[config.mk]
export PLATFORM = sky130hd
export DESIGN_NAME = servo_bus_read_transaction_flat
export DESIGN_NICKNAME = d
export VERILOG_FILES = /design/src/rtl/core/sbrt_pkg.sv /design/src/rtl/core/sbrt_cmd_if.sv /design/src/rtl/core/sbrt_res_if.sv /design/src/rtl/core/servo_bus_read_transaction.sv /design/src/rtl/core/sbrt_parser.sv /design/src/flat_wrapper.sv
export SDC_FILE = /design/constraint.sdc
export NUM_CORES = 1
export LEC_CHECK = 0
export BUFFER_PORTS_ARGS = -buffer_cell sky130_fd_sc_hd__buf_4
export CORE_AREA = 8 8 153 170
export CTS_BUF_LIST = sky130_fd_sc_hd__clkbuf_4
export DETAILED_ROUTE_END_ITERATION = 10
export DIE_AREA = 0 0 161 178
export PLACE_DENSITY = 0.8
export SLEW_MARGIN = 20
export SYNTH_ARGS = -nofsm -noshare
export SYNTH_HDL_FRONTEND = slang
export SYNTH_SLANG_ARGS = --single-unit
export TNS_END_PERCENT = 100
[constraint.sdc]
create_clock -name clk_i -period 5.9 [get_ports clk_i]
set_input_delay 0.295 -clock clk_i [delete_from_list [all_inputs] [get_ports clk_i]]
set_output_delay 0.295 -clock clk_i [all_outputs]
set_load 0.05 [all_outputs]
[src/rtl/core/sbrt_pkg.sv]
package sbrt_pkg;

  localparam int unsigned SBRT_MAX_READ_BYTES = 8;
  localparam logic [15:0] SBRT_TIMEOUT_RESET  = 16'd12;

  localparam logic [7:0] SBRT_HDR       = 8'hFF;
  localparam logic [7:0] SBRT_INST_READ = 8'h02;
  localparam logic [7:0] SBRT_REQ_LEN   = 8'd4;

  // Input commands
  localparam logic [1:0] SBRT_CMD_START = 2'd0;
  localparam logic [1:0] SBRT_CMD_BYTE  = 2'd1;
  localparam logic [1:0] SBRT_CMD_TICK  = 2'd2;

  // Result kinds
  localparam logic SBRT_KIND_TX     = 1'b0;
  localparam logic SBRT_KIND_REPORT = 1'b1;

  // Finish status codes
  localparam logic [2:0] SBRT_ST_OK       = 3'd0;
  localparam logic [2:0] SBRT_ST_BAD_LEN  = 3'd1;
  localparam logic [2:0] SBRT_ST_CHECKSUM = 3'd2;
  localparam logic [2:0] SBRT_ST_MISMATCH = 3'd3;
  localparam logic [2:0] SBRT_ST_TIMEOUT  = 3'd4;

  // What one accepted word asks of the output stage
  typedef struct packed {
    logic        start;
    logic        report;
    logic [2:0]  status;
    logic [63:0] data;
    logic [3:0]  count;
  } sbrt_evt_t;

endpackage

[src/rtl/core/sbrt_cmd_if.sv]
interface sbrt_cmd_if;
  logic       valid;
  logic       ready;
  logic [1:0] command;
  logic [7:0] servo_id;
  logic [7:0] reg_addr;
  logic [3:0] read_len;
  logic [7:0] rx_byte;

  modport source (output valid, command, servo_id, reg_addr, read_len, rx_byte,
                  input ready);
  modport sink (input valid, command, servo_id, reg_addr, read_len, rx_byte,
                output ready);
endinterface

[src/rtl/core/sbrt_res_if.sv]
interface sbrt_res_if;
  logic        valid;
  logic        ready;
  logic        kind;
  logic [7:0]  tx_byte;
  logic        last;
  logic [2:0]  status;
  logic [63:0] read_data;
  logic [3:0]  read_count;

  modport source (output valid, kind, tx_byte, last, status, read_data, read_count,
                  input ready);
  modport sink (input valid, kind, tx_byte, last, status, read_data, read_count,
                output ready);
endinterface

[src/rtl/core/servo_bus_read_transaction.sv]
// Master side of a half-duplex servo bus read.
// cmd_i (valid/ready) takes one word per cycle while ready is high: a start
// (servo id, register address, byte count), a byte received from the bus, or
// a millisecond tick. res_o (valid/ready) gives result words: the eight
// request bytes FF FF id 04 02 addr len chk with last on the checksum byte,
// or one finish report with last set, a status and, when ok, the packed
// parameter bytes. The timeout in milliseconds is written through
// cfg_we_i/cfg_wdata_i. Write it only while the block is idle; the block
// itself does not enforce this. The first result word of an accepted word
// is valid on the next cycle. A word that yields no result (header hunt,
// parameter byte, tick before the timeout, a byte or tick while idle)
// leaves the output register empty. A start holds cmd_i while the request
// drains one byte per cycle as the receiver takes it; a report holds it
// until it is taken. The single output register sets this: cmd_i.ready is
// high when that register is empty or its last word is being taken in the
// same cycle. When the receiver stalls, res_o holds its word and cmd_i.ready
// drops. Reset returns the block to idle with nothing pending and timeout 12.
module servo_bus_read_transaction
  import sbrt_pkg::*;
#(
  parameter int unsigned MaxReadBytes = SBRT_MAX_READ_BYTES
) (
  input  logic        clk_i,
  input  logic        rst_ni,
  input  logic        cfg_we_i,
  input  logic [15:0] cfg_wdata_i,
  sbrt_cmd_if.sink    cmd_i,
  sbrt_res_if.source  res_o
);

  logic [15:0] timeout_q;
  sbrt_evt_t   evt;
  logic        in_fire;
  logic        out_fire;
  logic        last_beat;

  logic        out_valid_q;
  logic        run_q;
  logic [2:0]  beat_q;
  logic [7:0]  id_q;
  logic [7:0]  addr_q;
  logic [3:0]  len_q;
  logic [7:0]  chk_q;
  logic [2:0]  status_q;
  logic [63:0] data_q;
  logic [3:0]  count_q;
  logic [7:0]  chk_d;
  logic [7:0]  tx_byte;

  always_ff @(posedge clk_i or negedge rst_ni) begin
    if (!rst_ni) begin
      timeout_q <= SBRT_TIMEOUT_RESET;
    end else if (cfg_we_i) begin
      timeout_q <= cfg_wdata_i;
    end
  end

  assign last_beat   = run_q ? (beat_q == 3'd7) : 1'b1;
  assign out_fire    = out_valid_q && res_o.ready;
  assign cmd_i.ready = !out_valid_q || (res_o.ready && last_beat);
  assign in_fire     = cmd_i.valid && cmd_i.ready;

  sbrt_parser #(
    .MaxReadBytes(MaxReadBytes)
  ) u_parser (
    .clk_i       (clk_i),
    .rst_ni      (rst_ni),
    .en_i        (in_fire),
    .command_i   (cmd_i.command),
    .servo_id_i  (cmd_i.servo_id),
    .read_len_i  (cmd_i.read_len),
    .rx_byte_i   (cmd_i.rx_byte),
    .timeout_ms_i(timeout_q),
    .evt_o       (evt)
  );

  assign chk_d = ~(cmd_i.servo_id + SBRT_REQ_LEN + SBRT_INST_READ + cmd_i.reg_addr +
                   {4'd0, cmd_i.read_len});

  always_ff @(posedge clk_i or negedge rst_ni) begin
    if (!rst_ni) begin
      out_valid_q <= 1'b0;
      run_q       <= 1'b0;
      beat_q      <= '0;
    end else if (in_fire && (evt.start || evt.report)) begin
      out_valid_q <= 1'b1;
      run_q       <= evt.start;
      beat_q      <= '0;
    end else if (out_fire) begin
      // advance through the request, drop the slot after its last word
      if (last_beat) begin
        out_valid_q <= 1'b0;
      end else begin
        beat_q <= beat_q + 3'd1;
      end
    end
  end

  always_ff @(posedge clk_i) begin
    if (in_fire) begin
      if (evt.start) begin
        id_q   <= cmd_i.servo_id;
        addr_q <= cmd_i.reg_addr;
        len_q  <= cmd_i.read_len;
        chk_q  <= chk_d;
      end
      if (evt.report) begin
        status_q <= evt.status;
        data_q   <= evt.data;
        count_q  <= evt.count;
      end
    end
  end

  always_comb begin
    case (beat_q)
      3'd0, 3'd1: tx_byte = SBRT_HDR;
      3'd2:       tx_byte = id_q;
      3'd3:       tx_byte = SBRT_REQ_LEN;
      3'd4:       tx_byte = SBRT_INST_READ;
      3'd5:       tx_byte = addr_q;
      3'd6:       tx_byte = {4'd0, len_q};
      default:    tx_byte = chk_q;
    endcase
  end

  assign res_o.valid      = out_valid_q;
  assign res_o.kind       = run_q ? SBRT_KIND_TX : SBRT_KIND_REPORT;
  assign res_o.tx_byte    = run_q ? tx_byte : 8'd0;
  assign res_o.last       = last_beat;
  assign res_o.status     = run_q ? SBRT_ST_OK : status_q;
  assign res_o.read_data  = run_q ? 64'd0 : data_q;
  assign res_o.read_count = run_q ? 4'd0 : count_q;

endmodule

[src/rtl/core/sbrt_parser.sv]
module sbrt_parser
  import sbrt_pkg::*;
#(
  parameter int unsigned MaxReadBytes = SBRT_MAX_READ_BYTES
) (
  input  logic        clk_i,
  input  logic        rst_ni,
  input  logic        en_i,
  input  logic [1:0]  command_i,
  input  logic [7:0]  servo_id_i,
  input  logic [3:0]  read_len_i,
  input  logic [7:0]  rx_byte_i,
  input  logic [15:0] timeout_ms_i,
  output sbrt_evt_t   evt_o
);

  localparam logic [2:0] PH_HDR1  = 3'd0;
  localparam logic [2:0] PH_HDR2  = 3'd1;
  localparam logic [2:0] PH_ID    = 3'd2;
  localparam logic [2:0] PH_LEN   = 3'd3;
  localparam logic [2:0] PH_ERR   = 3'd4;
  localparam logic [2:0] PH_PARAM = 3'd5;

  localparam logic [7:0] MaxLen = 8'(MaxReadBytes + 2);

  logic        busy_q, busy_d;
  logic [2:0]  phase_q, phase_d;
  logic [7:0]  want_id_q, want_id_d;
  logic [3:0]  want_len_q, want_len_d;
  logic [7:0]  got_id_q, got_id_d;
  logic [7:0]  got_len_q, got_len_d;
  logic [7:0]  got_err_q, got_err_d;
  logic [3:0]  pcount_q, pcount_d;
  logic [7:0]  sum_q, sum_d;
  logic [15:0] elapsed_q, elapsed_d;
  logic [7:0]  param_q [MaxReadBytes];
  logic        param_we;
  logic [15:0] elapsed_inc;
  logic [63:0] packed_data;
  sbrt_evt_t   evt;

  always_comb begin
    packed_data = '0;
    for (int i = 0; i < MaxReadBytes; i++) begin
      if (4'(i) < want_len_q) begin
        packed_data[8*i +: 8] = param_q[i];
      end
    end
  end

  assign elapsed_inc = (elapsed_q == 16'hFFFF) ? elapsed_q : elapsed_q + 16'd1;

  always_comb begin
    busy_d     = busy_q;
    phase_d    = phase_q;
    want_id_d  = want_id_q;
    want_len_d = want_len_q;
    got_id_d   = got_id_q;
    got_len_d  = got_len_q;
    got_err_d  = got_err_q;
    pcount_d   = pcount_q;
    sum_d      = sum_q;
    elapsed_d  = elapsed_q;
    param_we   = 1'b0;
    evt        = '0;

    case (command_i)
      SBRT_CMD_START: begin
        evt.start  = 1'b1;
        busy_d     = 1'b1;
        phase_d    = PH_HDR1;
        want_id_d  = servo_id_i;
        want_len_d = read_len_i;
        got_id_d   = '0;
        got_len_d  = '0;
        got_err_d  = '0;
        pcount_d   = '0;
        sum_d      = '0;
        elapsed_d  = '0;
      end
      SBRT_CMD_BYTE: begin
        if (busy_q) begin
          if (elapsed_q >= timeout_ms_i) begin
            evt.report  = 1'b1;
            evt.status  = SBRT_ST_TIMEOUT;
          end else begin
            case (phase_q)
              PH_HDR1: begin
                if (rx_byte_i == SBRT_HDR) phase_d = PH_HDR2;
              end
              PH_HDR2: begin
                phase_d = (rx_byte_i == SBRT_HDR) ? PH_ID : PH_HDR1;
              end
              PH_ID: begin
                got_id_d = rx_byte_i;
                sum_d    = rx_byte_i;
                pcount_d = '0;
                phase_d  = PH_LEN;
              end
              PH_LEN: begin
                got_len_d = rx_byte_i;
                if (rx_byte_i < 8'd2 || rx_byte_i > MaxLen) begin
                  evt.report = 1'b1;
                  evt.status = SBRT_ST_BAD_LEN;
                end else begin
                  sum_d   = sum_q + rx_byte_i;
                  phase_d = PH_ERR;
                end
              end
              PH_ERR: begin
                got_err_d = rx_byte_i;
                sum_d     = sum_q + rx_byte_i;
                phase_d   = PH_PARAM;
              end
              default: begin
                if ({5'd0, pcount_q} + 9'd2 < {1'b0, got_len_q}) begin
                  param_we = ({28'd0, pcount_q} < 32'(MaxReadBytes));
                  pcount_d = pcount_q + 4'd1;
                  sum_d    = sum_q + rx_byte_i;
                end else begin
                  evt.report = 1'b1;
                  if (~sum_q != rx_byte_i) begin
                    evt.status = SBRT_ST_CHECKSUM;
                  end else if (got_id_q != want_id_q || got_err_q != 8'd0 ||
                               {1'b0, got_len_q} != {5'd0, want_len_q} + 9'd2) begin
                    evt.status = SBRT_ST_MISMATCH;
                  end else begin
                    evt.status = SBRT_ST_OK;
                    evt.data   = packed_data;
                    evt.count  = want_len_q;
                  end
                end
              end
            endcase
          end
        end
      end
      SBRT_CMD_TICK: begin
        if (busy_q) begin
          elapsed_d = elapsed_inc;
          if (elapsed_inc >= timeout_ms_i) begin
            evt.report = 1'b1;
            evt.status = SBRT_ST_TIMEOUT;
          end
        end
      end
      default: ;
    endcase

    // A finish report closes the transaction
    if (evt.report) begin
      busy_d  = 1'b0;
      phase_d = PH_HDR1;
    end
  end

  always_ff @(posedge clk_i or negedge rst_ni) begin
    if (!rst_ni) begin
      busy_q     <= 1'b0;
      phase_q    <= PH_HDR1;
      want_id_q  <= '0;
      want_len_q <= '0;
      got_id_q   <= '0;
      got_len_q  <= '0;
      got_err_q  <= '0;
      pcount_q   <= '0;
      sum_q      <= '0;
      elapsed_q  <= '0;
    end else if (en_i) begin
      busy_q     <= busy_d;
      phase_q    <= phase_d;
      want_id_q  <= want_id_d;
      want_len_q <= want_len_d;
      got_id_q   <= got_id_d;
      got_len_q  <= got_len_d;
      got_err_q  <= got_err_d;
      pcount_q   <= pcount_d;
      sum_q      <= sum_d;
      elapsed_q  <= elapsed_d;
    end
  end

  always_ff @(posedge clk_i) begin
    for (int i = 0; i < MaxReadBytes; i++) begin
      if (en_i && param_we && pcount_q == 4'(i)) begin
        param_q[i] <= rx_byte_i;
      end
    end
  end

  assign evt_o = evt;

endmodule

[src/flat_wrapper.sv]
// flat-port wrapper written by rule: the top's interface ports become plain ports
module servo_bus_read_transaction_flat import sbrt_pkg::*;
#(
  parameter int unsigned MaxReadBytes = SBRT_MAX_READ_BYTES
)
  (clk_i, rst_ni, cfg_we_i, cfg_wdata_i, cmd_i_valid, cmd_i_command, cmd_i_servo_id, cmd_i_reg_addr, cmd_i_read_len, cmd_i_rx_byte, cmd_i_ready, res_o_valid, res_o_kind, res_o_tx_byte, res_o_last, res_o_status, res_o_read_data, res_o_read_count, res_o_ready);
  sbrt_cmd_if cmd_i_i ();
  sbrt_res_if res_o_i ();
  input  logic clk_i;
  input  logic rst_ni;
  input  logic cfg_we_i;
  input  logic [15:0] cfg_wdata_i;
  input wire logic [$bits(cmd_i_i.valid)-1:0] cmd_i_valid;
  input wire logic [$bits(cmd_i_i.command)-1:0] cmd_i_command;
  input wire logic [$bits(cmd_i_i.servo_id)-1:0] cmd_i_servo_id;
  input wire logic [$bits(cmd_i_i.reg_addr)-1:0] cmd_i_reg_addr;
  input wire logic [$bits(cmd_i_i.read_len)-1:0] cmd_i_read_len;
  input wire logic [$bits(cmd_i_i.rx_byte)-1:0] cmd_i_rx_byte;
  output wire logic [$bits(cmd_i_i.ready)-1:0] cmd_i_ready;
  output wire logic [$bits(res_o_i.valid)-1:0] res_o_valid;
  output wire logic [$bits(res_o_i.kind)-1:0] res_o_kind;
  output wire logic [$bits(res_o_i.tx_byte)-1:0] res_o_tx_byte;
  output wire logic [$bits(res_o_i.last)-1:0] res_o_last;
  output wire logic [$bits(res_o_i.status)-1:0] res_o_status;
  output wire logic [$bits(res_o_i.read_data)-1:0] res_o_read_data;
  output wire logic [$bits(res_o_i.read_count)-1:0] res_o_read_count;
  input wire logic [$bits(res_o_i.ready)-1:0] res_o_ready;
  assign cmd_i_i.valid = cmd_i_valid;
  assign cmd_i_i.command = cmd_i_command;
  assign cmd_i_i.servo_id = cmd_i_servo_id;
  assign cmd_i_i.reg_addr = cmd_i_reg_addr;
  assign cmd_i_i.read_len = cmd_i_read_len;
  assign cmd_i_i.rx_byte = cmd_i_rx_byte;
  assign cmd_i_ready = cmd_i_i.ready;
  assign res_o_valid = res_o_i.valid;
  assign res_o_kind = res_o_i.kind;
  assign res_o_tx_byte = res_o_i.tx_byte;
  assign res_o_last = res_o_i.last;
  assign res_o_status = res_o_i.status;
  assign res_o_read_data = res_o_i.read_data;
  assign res_o_read_count = res_o_i.read_count;
  assign res_o_i.ready = res_o_ready;
  servo_bus_read_transaction #(.MaxReadBytes(MaxReadBytes)) u_core (.clk_i(clk_i), .rst_ni(rst_ni), .cfg_we_i(cfg_we_i), .cfg_wdata_i(cfg_wdata_i), .cmd_i(cmd_i_i), .res_o(res_o_i));
endmodule
Yosys cells after proc, flatten, opt, wreduce, memory -nomap -nowiden
Memory sizes are Yosys's and may differ from the RTL's.
Cells that the tools add are included.
Widths: inputs -> output; s select.
{ "word_totals": {"register_bits": 188, "mem_bits_rw": 64, "input_bits": 51, "output_inout_bits": 83, "word_cells": 285, "mem_count": 1} }
{ "memory_table": {"columns": ["name", "words", "width", "read_ports", "rd_clocked_by_memory_dff", "wr", "line", "rtl"], "rows": [
  ["u_core.u_parser.param_q", 8, 8, 8, 0, 1, "sbrt_parser.sv:36", "logic [7:0] param_q [MaxReadBytes];"]
]} }
{ "op_classes": {"addsub": 10, "n_lt_le_gt_ge": 14, "n_eq_ne": 42, "mux": 114, "bitwise_logic": 12, "reduce_logical": 64} }
{ "ops": {"columns": ["op", "n"], "rows": [
  ["$mux 68", 4],
  ["$mux 8", 29],
  ["$mux 72", 2],
  ["$reduce_or 12->1", 8],
  ["$mux 64", 1],
  ["$pmux 8 s2", 4],
  ["$reduce_or 8->1", 7],
  ["$mux 3", 16],
  ["$pmux 8 s6", 1],
  ["$mux 1", 36],
  ["$ge 16x16->1", 2],
  ["$mux 16", 2],
  ["$mux 4", 8],
  ["$pmux 16 s2", 1],
  ["$pmux 4 s2", 4],
  ["$pmux 8 s4", 1],
  ["$add 16x1->16 const B", 1],
  ["$add 8x8->8", 2],
  ["$eq 16x16->1 const B", 1],
  ["$eq 4x3->1 const B", 4],
  ["$lt 3x4->1 const A", 4],
  ["$ne 8x8->1", 2],
  ["$not 8->8", 2],
  ["$eq 3x3->1 const B", 5],
  ["49 further kinds", 109]
]} }

Longest topological paths before layout
Gate-level depths: netlist of run 1.
{ "depth": {"ltp_word": 19, "mapped_depth": 18, "depth_no_buf": 15} }

By module
A second synthesis of run 1 with hierarchy kept.
{ "hier_totals": {"hier_cells": 1032, "hier_area_um2": 12678.4} }
{ "by_module_without_submodules": {"columns": ["mod", "instances", "cells_each", "area_per_inst_um2", "seq_area_each_um2"], "rows": [
  ["sbrt_parser", 1, 686, 7521.0, 3623.5],
  ["servo_bus_read_transaction", 1, 346, 5157.4, 3500.9]
]} }

Worst setup path after synthesis of run 1
OpenSTA, ideal clock, no wires.
{ "synth_timing": {"path_kind": "flip-flop to flip-flop", "from": "reg u_core.u_parser.elapsed_q[3]", "to": "reg u_core.count_q[0], enable pin", "setup_ns": 0.460, "arrival_ns": 5.214, "required_ns": 5.440, "setup_slack_ns": 0.226, "path_stages_with_launch": 16, "n_path_buf": 3, "period_less_slack_ns": 5.674, "cell_sequence": "dfrtp_1 -> buf_2 -> and4_1 -> and4_1 -> nand4_1 -> and2_1 -> clkbuf_1 -> and4_1 -> xor2_1 -> ha_1 -> nand2_1 -> or4_1 -> o21ai_0 -> and3_1 -> or2_2 -> clkbuf_1"} }
{ "synth_via": {"elab_chain_cells": 7, "word_cells_on_any_way": 11, "classes_between": "1 x add/sub; 2 x order compare; 1 x eq/ne; 6 x mux; 1 x reduce/logical"} }
{ "synth_rtl": {"columns": ["element", "line", "rtl"], "rows": [
  ["start: declaration", "sbrt_parser.sv:35", "logic [15:0] elapsed_q, elapsed_d;"],
  ["start signal: assignment", "sbrt_parser.sv:179", "elapsed_q <= elapsed_d;"],
  ["$add 16x1->16 / $eq 16x16->1 (equally long branches)", "sbrt_parser.sv:51", "assign elapsed_inc = (elapsed_q == 16'hFFFF) ? elapsed_q : elapsed_q + 16'd1;"],
  ["$mux 16", "sbrt_parser.sv:51", null],
  ["$ge 16x16->1", "sbrt_parser.sv:141", "if (elapsed_inc >= timeout_ms_i) begin"],
  ["$mux 4", "sbrt_parser.sv:141", null],
  ["$mux 4", "sbrt_parser.sv:139", "if (busy_q) begin"],
  ["$pmux 4 s2 *", "sbrt_parser.sv:67", "case (command_i)"],
  ["$reduce_and 2->1 (no line) *", null, null],
  ["end signal: assignment", "servo_bus_read_transaction.sv:110", "count_q <= evt.count;"],
  ["end: declaration", "servo_bus_read_transaction.sv:46", "logic [3:0] count_q;"]
]} }
Every way passes the cells marked *; elsewhere a longest branch is shown, timed or not.
A chain may end at the register's enable or synchronous reset.

Worst setup path in the final report of run 1
{ "layout_timing": {"from": "reg u_core.u_parser.elapsed_q[3]", "to": "reg u_core.data_q[32], enable pin"} }
{ "layout_via": {"elab_chain_cells": 7, "word_cells_on_any_way": 11, "classes_between": "1 x add/sub; 2 x order compare; 1 x eq/ne; 6 x mux; 1 x reduce/logical"} }
{ "layout_rtl": {"columns": ["element", "line", "rtl"], "rows": [
  ["$add 16x1->16 / $eq 16x16->1 (equally long branches)", "sbrt_parser.sv:51", null],
  ["$mux 16", "sbrt_parser.sv:51", null],
  ["$ge 16x16->1", "sbrt_parser.sv:141", null],
  ["$mux 4", "sbrt_parser.sv:141", null],
  ["$mux 4", "sbrt_parser.sv:139", null],
  ["$pmux 4 s2 *", "sbrt_parser.sv:67", null],
  ["$reduce_and 2->1 (no line) *", null, null],
  ["end signal: assignment", "servo_bus_read_transaction.sv:109", "data_q <= evt.data;"],
  ["end: declaration", "servo_bus_read_transaction.sv:45", "logic [63:0] data_q;"]
]} }
Marked as above.

==> metrics.md, run 1 <==
| Metric | Value |
|---|---|
| Status | complete, no violations |
| CTS tree | done |
| Share of cells above drive strength 1 | 0.204 |
| Worst Setup SP | u_core.u_parser.elapsed_q[3] |
| Vias in the first global route | between 9000 and 10000 |
| Ys async rst share | 0.353 |
| Critical Path RT | between 6 and 7 ns |
| Post-synth EDFFs | approximately 160 |
| Post-synthesis cell area | 12500 µm² |
| Pwr Density | about 350 nW/µm² |
| #FFs+latches synth | 252 |
| Worst EP arrival | between 4 and 5 ns |
| Die Wd | 161 µm |
| Total Routed Length | between 20000 and 30000 µm |
| Register area share after synthesis | 0.571 |
| Critical path depth | 12 |
| Setup Skew | 0.0350 ns |
| Final hold violations | 0 |
| Delay-heaviest family, CP | simple AND/OR/NAND/NOR gates |
| Top Ports | 134 |
| Initial Utilization | 0.539 |
| WL/cell | 16.7 µm |
| Synth Flop Type | edfxtp_1 |
| Antenna Violating Nets Remaining | 0 |
| Initial DRC count | about 520 |
| Area of the multi-input gates | about 5000 µm² |
| Setup crit end | u_core.data_q[32] |
| Slew Limit Fails | 0 |
| Postcts setup bufs | 0 |
| Post-route clock period utilization | 0.799 |
| Clock tree root buffer cell | clkbuf_4 |
| Antenna violations before repair | 1 |
| Buffers plus inverters on the worst setup path | 0 |
| Core area | roughly 23000 µm² |
| Total number of vias | 8744 |
| Die area | approximately 29000 µm² |
| Post-DR vias/cell | approximately 5.3 |
| Cts bufs inserted | between 50 and 60 |
| Layout Utilization | 0.654 |
| Area Overhead vs Synth | 21.4% |
| Worst slew margin | 0.315 |
| DRC Markers | 0 |
| Crit path max fanout | 77 |
| Total track usage | 0.194 |
| Grt total ovfl | 0 |
| Critical path capture point type | flop |
| Buffers on Ports | 133 |
| Nets | approximately 1400 |
| Later-pin clock latency in the skew report | 0.67 ns |
| Syn_area_per_cell | 11.7 µm² |
| CP Launch Type | flop |
| Clock-pin slew of the registers on the worst-case setup and hold paths | roughly 0.060 ns |
| Placer Congestion | 0.872 |
| First-pass GRT wire length | between 40000 and 50000 µm |
| CP max stage delay | around 0.77 ns |
| Lkg Pwr | 0.00649 µW |
| Post-route cell area | between 15000 and 20000 µm² |
| VDD IR-drop max | between 0.0002 and 0.00025 V |
| Final setup TNS | 0 ns |
| Syn. warnings | 0 |
| Syn Inst Count | 1071 |
| HP Class | input port to flop |
| Min Tclk post-route | around 4.7 ns |
| R2r setup slk | approximately 1.2 ns |
| Clk buf depth | 3 |
| FF-to-FF End | u_core.data_q[32] |
| Crit Path Category | flop to flop |
| Area after DPL | between 10000 and 15000 µm² |
| Dpl hpwl | approximately 18000 µm |
| Largest net degree at the start of global routing | 80 |
| Worst Tran Pin Value | slightly above 1 ns |
| Unrepaired setup endpoints after global routing | no |
| Storage cell area | between 7000 and 8000 µm² |
| Fmax | 0.212 GHz |
| Synth unique cells | 68 |
| R2r startpoint | u_core.u_parser.elapsed_q[3] |
| Num rows | 59 |
| TritonRoute pass-1 iters | 5 |
| CTS H-tree depth | 2 |
| CTS Sinks | ~250 |
| Max-cap violations | 0 |
| Worst-path cell chain | and4_1, and4_1, nand4_1, and2_1, and4_1, xor2_1, ha_1, nand2_1, or4_1, o21ai_0, and3_1, or2_4 |
| Filler cell count | ~1700 |
| R2R depth | 12 |
| Syn Nets | between 1000 and 1500 |
| Top cell by count, worst path | and4_1 |
| Count of final setup violators | 0 |
| Worst path slowest cell | or2_4 |
| Die height | 178 µm |
## routing by layer
metal | track usage | routed length, µm
met4 | 0.0726 | 573
met5 | 0 | 0
met2 | 0.353 | 14000
met1 | 0.221 | 11300
met3 | 0.0399 | 1610
## layout make-up
type / instances / area share
antenna: 1 / 0.000165
sequential: 252 / 0.470
clock buffer: 87 / 0.0431
timing repair buffer: 205 / 0.113
inverter: 58 / 0.0144
clock inverter: 19 / 0.00545
multi-input combinational: 723 / 0.329
tap: 305 / 0.0252
## layout by cell type, fill, tap and decap left out, drive strengths merged, types with 5 or more instances in the layout
| cell | Yosys | routed |
|---|---|---|
| buf | 8 | 137 |
| a32oi | 5 | 5 |
| xnor2 | 31 | 31 |
| a21oi | 44 | 44 |
| fa | 6 | 6 |
| o21ai | 68 | 68 |
| clkinv | 0 | 18 |
| o21a | 5 | 5 |
| nor3 | 10 | 10 |
| nor2b | 78 | 78 |
| and3 | 18 | 18 |
| edfxtp | 163 | 163 |
| nand4 | 13 | 13 |
| ha | 73 | 73 |
| inv | 58 | 58 |
| nand2 | 110 | 110 |
| a22oi | 5 | 5 |
| nor4 | 6 | 6 |
| mux2 | 25 | 25 |
| a31oi | 7 | 7 |
| and2 | 84 | 84 |
| nand3 | 18 | 18 |
| xor2 | 11 | 11 |
| dfrtp | 87 | 87 |
| nor2 | 38 | 38 |
| a22o | 5 | 5 |
| a21o | 8 | 8 |
| dlygate4sd3 | 0 | 68 |
| clkbuf | 30 | 87 |
## worst register-to-register path, cell delays in order, from the launching register on
cell     delay [ns]
dfrtp_1        0.49
and4_1         0.28
and4_1         0.30
nand4_1        0.27
and2_1         0.35
and4_1         0.27
xor2_1         0.15
ha_1           0.29
nand2_1        0.06
or4_1          0.45
o21ai_0        0.31
and3_1         0.25
or2_4          0.77
## cells by family (layout without fill, tap and decap cells)
kind of cell               Yosys count  after routing  share of synthesized area
and+or+nand+nor                    394            394                      0.171
DFF                                252            252                      0.571
AOI/OAI and AO/OA                  179            179                     0.0899
buffers and inverters               96            369                     0.0303
adders and majority gates           79             79                     0.0828
xor gates and xnor gates            42             42                     0.0295
muxes                               29             29                     0.0258
other                                0              1                          0
## power breakdown
part           leakage (µW)  switching, µW  total [µW]  internal, µW
Sequential          0.00262            207        2280          2070
Clock              0.000436            661        1340           676
Combinational       0.00343            992        1630           638
## flip-flops by register name (all words and copies together), names as in the netlist, 16 cells and up
register	cells
u_core.data_q	64
u_core.timeout_q	16
u_core.u_parser.elapsed_q	16
u_core.u_parser.param_q	64
## worst min-delay path by stage
| stage | to | depth (start not counted) | slack [ns] | startpoint |
|---|---|---|---|---|
| finish | u_core.timeout_q[7] | 2 | 0.04 | cfg_we_i |
| detailed placement | u_core.timeout_q[7] | 1 | 0.28 | rst_ni |
| CTS | u_core.timeout_q[7] | 2 | 0.0001 | cfg_we_i |
| floorplan | u_core.beat_q[0] | 0 | -0.0006 | rst_ni |
| global placement | u_core.timeout_q[6] | 1 | 0.28 | rst_ni |
| global route | u_core.res_o.valid | 4 | 0.03 | res_o_ready |
## per-stage QoR
stage          power (µW)  cells  hold slack [ns]  setup slack, ns
6_report             5250   1650           0.0412             1.19
2_1_floorplan        3410   1071        -0.000591            0.226
4_1_cts              5270   1649         0.000108             1.24
3_3_place_gp         3830   1475            0.278             1.35
3_5_place_dp         3890   1475            0.284             1.25
5_1_grt              5560   1650           0.0266            0.886
## what timing repair did
action	CTS	global route
resized for setup	0	0
hold endpoints to repair	147	0
hold buffers	68	0
## cell usage after synthesis (9+ instances only)
library cell,count,area [µm²]
edfxtp_1,163,4890
nand2_1,110,413
dfrtp_1,87,2180
and2_1,84,526
nor2b_1,78,488
ha_1,73,913
o21ai_0,65,325
inv_1,58,218
a21oi_1,42,210
nor2_1,36,135
xnor2_1,31,272
clkbuf_1,29,109
mux2_2,25,282
and3_1,18,113
nand3_1,17,85.1
nand4_1,13,81.3
xor2_1,11,96.3
nor3_1,9,45.0
Note: power is estimated with default switching activity, not from simulation.
==> inputs of run 2 (changes only) <==
- clock period: 5.9 -> 4.2 ns (I/O delays scaled with it)
==> run 2 against run 1 <==
  * Setup slack got worse by 0.94 ns
  * Core utilization rose by 0.82 points
  * Clock skew increased by 0.0057 ns
  * Sequential share of layout area decreased by 0.58 points
  * Register-to-register slack got worse by 0.94 ns
  * Worst hold slack gained 0.096 ns
  * Sequential power rose by 41%
  * Routed wire length grew 2.5%
  * Count of clock-buffer cells in the layout decreased by 1
  * First-iteration DRC count increased by 16%
  * Critical path type unchanged
  * Sequential cell count is the same
  * Fmax increased by 19%
==> metrics.md, run 2 (synthesis results as in run 1) <==
| Metric | Value |
|---|---|
| Status | complete, no violations |
| CTS tree | done |
| DRC Markers | 0 |
| Area Overhead vs Synth | 22.9% |
| Top Ports | about 130 |
| Commonest non-fill, non-tap cell in the layout | edfxtp_1 |
| First-pass GRT wire length | 46000 µm |
| Post-DR vias/cell | around 5.3 |
| Antenna violations before repair | 1 |
| Critical Path RT | about 4.8 ns |
| Crit path max fanout | 9 |
| Clk buf depth | 3 |
| Slew Limit Fails | 0 |
| Num rows | just under 60 |
| Pwr Density | a little under 500 nW/µm² |
| Vias in the first global route | between 9000 and 10000 |
| Die area | roughly 29000 µm² |
| Biggest regs | u_core.data_q (64), u_core.u_parser.param_q (64) |
| Total number of vias | ~9000 |
| Later-pin clock latency in the skew report | slightly below 0.7 ns |
| TritonRoute pass-1 iters | 7 |
| Grt total ovfl | 0 |
| Worst-path cell chain | and4_1, and4_1, nand4_1, and2_1, and4_1, xor2_1, ha_1, nand2_1, or4_1, o21ai_0, and3_1, nor3_2, or4b_1, nand2_1 |
| Final hold violations | 0 |
| Worst path slowest cell | or4b_1 |
| CTS Sinks | roughly 250 |
| Storage cell area | ~7100 µm² |
| Worst slew margin | 0.489 |
| HP Class | input port to flop |
| CP Launch Type | flop |
| Die Wd | between 150 and 200 µm |
| Critical path capture point type | flop |
| Placer Congestion | around 0.90 |
| Share of cells above drive strength 1 | 0.208 |
| WL/cell | about 17 µm |
| Max-cap violations | 0 |
| Total track usage | 0.197 |
| Worst EP arrival | roughly 4.6 ns |
| Initial Utilization | 0.539 |
| CP max stage delay | 0.52 ns |
| Clock tree root buffer cell | clkbuf_4 |
| Top cell by count, worst path | and4_1 |
| VDD IR-drop max | ~0.00027 V |
| Final setup TNS | 0 ns |
| Lkg Pwr | between 0.006 and 0.007 µW |
| Largest net degree at the start of global routing | 80 |
| Crit Path Category | flop to flop |
| Post-route clock period utilization | 0.941 |
| Commonest cells after routing, fill and taps aside | 163 x edfxtp_1, 144 x buf_4, 110 x nand2_1, 86 x clkbuf_4, 86 x dfrtp_1 |
| Buffers on Ports | roughly 130 |
| Final non-filler cell total | between 1500 and 2000 |
| CTS H-tree depth | 2 |
| Core area | 23200 µm² |
| Fmax | ~0.25 GHz |
| Worst Tran Pin Value | between 0.7 and 0.8 ns |
| Cell count after placement | roughly 1500 |
| Initial DRC count | around 600 |
| Die height | 178 µm |
| Setup Skew | 0.0407 ns |
| Total Routed Length | 28200 µm |
| Antenna Violating Nets Remaining | 0 |
| Count of final setup violators | 0 |
| Dpl hpwl | roughly 18000 µm |
| Cts bufs inserted | 60 |
| R2R depth | 14 |
| Filler cell count | approximately 1700 |
| Min Tclk post-route | between 3 and 4 ns |
| Unrepaired setup endpoints after global routing | no |
| Hold depth | 4 |
| Clock-pin slew of the registers on the worst-case setup and hold paths | ~0.07 ns |
| Area of the multi-input gates | around 5000 µm² |
| Nets | about 1400 |
==> run 2: worst paths after layout <==
kind | from | endpoint | slack, ns
max in group asynchronous | rst_ni | u_core.u_parser.got_err_q[0] | 3.09
max reg2reg | u_core.u_parser.elapsed_q[3] | u_core.u_parser.phase_q[1] | 0.25
min | cmd_i_valid | u_core.u_parser.sum_q[6] | 0.14
min reg2reg | u_core.u_parser.param_q[1][2] | u_core.data_q[34] | 0.49
min in group asynchronous | rst_ni | u_core.timeout_q[8] | 0.16
max | u_core.u_parser.elapsed_q[3] | u_core.u_parser.phase_q[1] | 0.25
==> run 2: per-layer routing <==
metal	track usage	vias to the layer above	routed length (µm)
met2	0.357	255	14400
li1	-	4301	-
met4	0.0734	0	702
met3	0.0406	57	1560
met5	0	-	0
met1	0.227	4285	11500
==> run 2: repair_timing <==
| item | CTS | global route |
|---|---|---|
| buffers inserted | 0 | 0 |
| resized for setup | 0 | 0 |
| hold buffers | 77 | 0 |
| hold endpoints to repair | 171 | 0 |
==> run 2: worst max-delay path: cells and delay by family, from the launching register on <==
family	cells	cell delay (ns)
compound gates	1	0.28
xor+xnor	1	0.15
fa+ha+maj	1	0.30
flops	1	0.49
simple gates	11	2.69
==> run 2: area by class of cell <==
type,count,share of cell area
diodes,1,0.000163
clock buffers,86,0.0421
clock inverters,22,0.00628
inverters,58,0.0142
multi-input cells,723,0.325
flip-flops and latches,252,0.464
well taps,305,0.0249
repair buffers,223,0.123
==> run 2: through the flow <==
stage	hold WS [ns]	area (µm²)	worst slack [ns]	power [µW]	util
floorplan	-0.0856	12500	0.0591	4790	-
global placement	0.320	13800	0.388	5380	0.597
detailed placement	0.327	13800	0.300	5440	0.597
CTS	0.0666	15300	0.280	7410	0.662
global route	0.119	15300	0.0193	7840	0.662
finish	0.137	15300	0.247	7410	0.662
==> run 2: where the power goes <==
part | switching [µW] | internal, µW | leakage, µW
clock | 956 | 946 | 0.000441
combinational | 1390 | 900 | 0.00350
sequential | 303 | 2910 | 0.00267
total | 2650 | 4760 | 0.00661
==> inputs of run 3 (changes only) <==
==> constraint.sdc (replaced) <==
create_clock -name clk_i -period 4.2 [get_ports clk_i]
set_input_delay 0.84 -clock clk_i [delete_from_list [all_inputs] [get_ports clk_i]]
set_output_delay 0.84 -clock clk_i [all_outputs]
set_load 0.05 [all_outputs]
==> run 3 against run 2 <==
  * Cell area down 5.0%
  * Non-clock buffer count down 76
  * Register-to-register slack better by 0.04 ns
  * Sequential share of layout area up 2.4 points
  * Sequential cell count unchanged
  * Fmax up 0.94%
  * First-iteration DRC count down 10%
  * Critical path depth unchanged
  * Critical endpoint is now u_core.data_q[47]
  * Largest power group unchanged
  * Highest routed layer unchanged
==> metrics.md, run 3 (synthesis results as in run 1) <==
| Metric | Value |
|---|---|
| DRC Markers | 0 |
| Vias in the first global route | around 9000 |
| R2r setup slk | between 0.2 and 0.3 ns |
| Die Wd | about 160 µm |
| Filler cell count | between 1500 and 2000 |
| Biggest regs | u_core.data_q (64), u_core.u_parser.param_q (64) |
| Critical Path RT | 4.54 ns |
| Top Ports | roughly 130 |
| Total track usage | 0.191 |
| Final hold violations | 0 |
| Status | complete, no violations |
| Critical path capture point type | flop |
| Pwr Density | ~500 nW/µm² |
| Clock-pin slew of the registers on the worst-case setup and hold paths | ~0.07 ns |
| WL/cell | about 17 µm |
| Fin worst setup slack | approximately 0.28 ns |
| Max-cap violations | 0 |
| Most Used Layer, Global Route | met2 |
| CP Launch Type | flop |
| Commonest cells after routing, fill and taps aside | 163 x edfxtp_1, 145 x buf_4, 110 x nand2_1, 86 x dfrtp_1 |
| Initial DRC count | 537 |
| Largest net degree at the start of global routing | 80 |
| Worst Tran Pin Value | about 0.75 ns |
| FF-to-FF End | u_core.data_q[47] |
| CTS Sinks | approximately 250 |
| Total number of vias | between 8000 and 9000 |
| Area Overhead vs Synth | 16.8% |
| Post-DR vias/cell | approximately 5.4 |
| Clk buf depth | 3 |
| HP Class | input port to asynchronous set/reset pin |
| Pre-CTS setup slack | approximately 0.29 ns |
| Total Routed Length | approximately 27000 µm |
| Critical path depth | 14 |
| Die area | 28700 µm² |
| Worst-path cell chain | and4_1, and4_1, and3_1, a21oi_1, buf_4, and3_1, xor2_1, ha_1, nand2_1, or4_1, o21ai_1, and3_1, or2_4, buf_12 |
| Cts bufs inserted | 60 |
| Final setup TNS | 0 ns |
| Initial Utilization | 0.539 |
| First-pass GRT wire length | between 40000 and 50000 µm |
| Num rows | a little under 60 |
| Antenna Violating Nets Remaining | 0 |
| PostCTS Resize Cnt | 0 |
| R2r startpoint | u_core.u_parser.elapsed_q[3] |
| Core area | 23200 µm² |
| TritonRoute pass-1 iters | 5 |
| Top cell by count, worst path | and3_1 |
| Die height | between 150 and 200 µm |
| Commonest non-fill, non-tap cell in the layout | edfxtp_1 |
| Delay-heaviest family, CP | simple AND/OR/NAND/NOR gates |
| CP max stage delay | just over 0.5 ns |
| # hold bufs at CTS | 0 |
| Later-pin clock latency in the skew report | just under 0.7 ns |
| Placer Congestion | 0.902 |
| Lkg Pwr | 0.00630 µW |
| Met1 GRT Util | 0.222 |
| CTS tree | done |
| Worst EP arrival | around 4.3 ns |
| Share of cells above drive strength 1 | 0.219 |
| Grt total ovfl | 0 |
| Dpl hpwl | 19100 µm |
| Min Tclk post-route | 3.92 ns |
| CTS H-tree depth | 2 |
| Post-route cell area | approximately 15000 µm² |
| Routing usage on met3 | 0.0450 |
| Unrepaired setup endpoints after global routing | no |
| Clock tree root buffer cell | clkbuf_4 |
| Postcts setup bufs | 0 |
| Crit Path Category | flop to flop |
| R2R depth | 14 |
| Crit path max fanout | 40 |
| Antenna violations before repair | 1 |
| VDD IR-drop max | approximately 0.00038 V |
| Met2 Use GR | 0.343 |
| Slew Limit Fails | 0 |
| Buffers on Ports | roughly 130 |
| Layout Utilization | 0.629 |
| Tot Pwr | 7280 µW |
| Buffers plus inverters on the worst setup path | 2 |
| Worst slew margin | 0.498 |
| Worst path slowest cell | dfrtp_1 |
| Post-route clock period utilization | 0.932 |
| Setup Skew | 0.0334 ns |
| Nets | 1372 |
| Area after DPL | roughly 14000 µm² |
| Area of the multi-input gates | ~5000 µm² |
| Count of final setup violators | 0 |
| Fmax | between 0.2 and 0.3 GHz |
| Storage cell area | roughly 7100 µm² |
==> run 3: cell types whose count changed in the layout (fill, tap and decap cells not counted) <==
cell	previous run	this run
dlygate4sd3_1	77	0
clkinv_1	16	21
clkbuf_4	86	84
buf_4	144	145
clkinv_2	4	3
clkinv_4	1	0
clkinvlp_4	1	2
o21ai_0	65	64
o21ai_1	1	2
==> run 3: how the worst max path moves through the flow <==
stage,start,slack [ns],end
2_1_floorplan,u_core.u_parser.elapsed_q[3],0.06,u_core.count_q[0]
3_3_place_gp,u_core.u_parser.elapsed_q[3],0.38,u_core.count_q[0]
3_5_place_dp,u_core.u_parser.elapsed_q[3],0.29,u_core.u_parser.phase_q[1]
4_1_cts,u_core.u_parser.elapsed_q[3],0.26,u_core.data_q[42]
5_1_grt,u_core.u_parser.elapsed_q[3],0.07,u_core.data_q[42]
6_report,u_core.u_parser.elapsed_q[3],0.28,u_core.data_q[47]
==> run 3: where the power goes <==
group	total, µW	internal [µW]	leakage (µW)	switching (µW)
clock network	1870	928	0.000431	942
logic	2200	845	0.00319	1360
registers	3210	2910	0.00267	298
total	7280	4680	0.00630	2600
==> run 3: per-stage QoR <==
stage          std cells  hold WS, ns
6_report            1596        0.231
5_1_grt             1596        0.243
4_1_cts             1595        0.201
3_5_place_dp        1485        0.500
3_3_place_gp        1485        0.489
2_1_floorplan       1071        0.467
==> run 3: final cells by class <==
type | count | share of cell area
Sequential cell | 252 | 0.489
Timing Repair Buffer | 147 | 0.0774
Multi-Input combinational cell | 723 | 0.342
Inverter | 58 | 0.0149
Tap cell | 305 | 0.0262
Antenna cell | 1 | 0.000172
Clock buffer | 84 | 0.0433
Clock inverter | 26 | 0.00747
==> run 3: per-layer routing <==
metal,routed length [µm],part of all wire,up-vias
li1,-,-,4154
met1,11000,0.41,4086
met2,13900,0.51,272
met3,1610,0.060,46
met4,514,0.019,0
met5,0,0,-
==> run 3: worst reg2reg max path: cells and delay by family, from the launching register on <==
kind                     cells  cell delay, ns
AO/OA/AOI/OAI                2            0.30
XOR/XNOR                     1            0.15
buffers and inverters        2            0.39
adder cells (fa/ha/maj)      1            0.27
AND/OR/NAND/NOR              8            1.96
flip-flops                   1            0.51
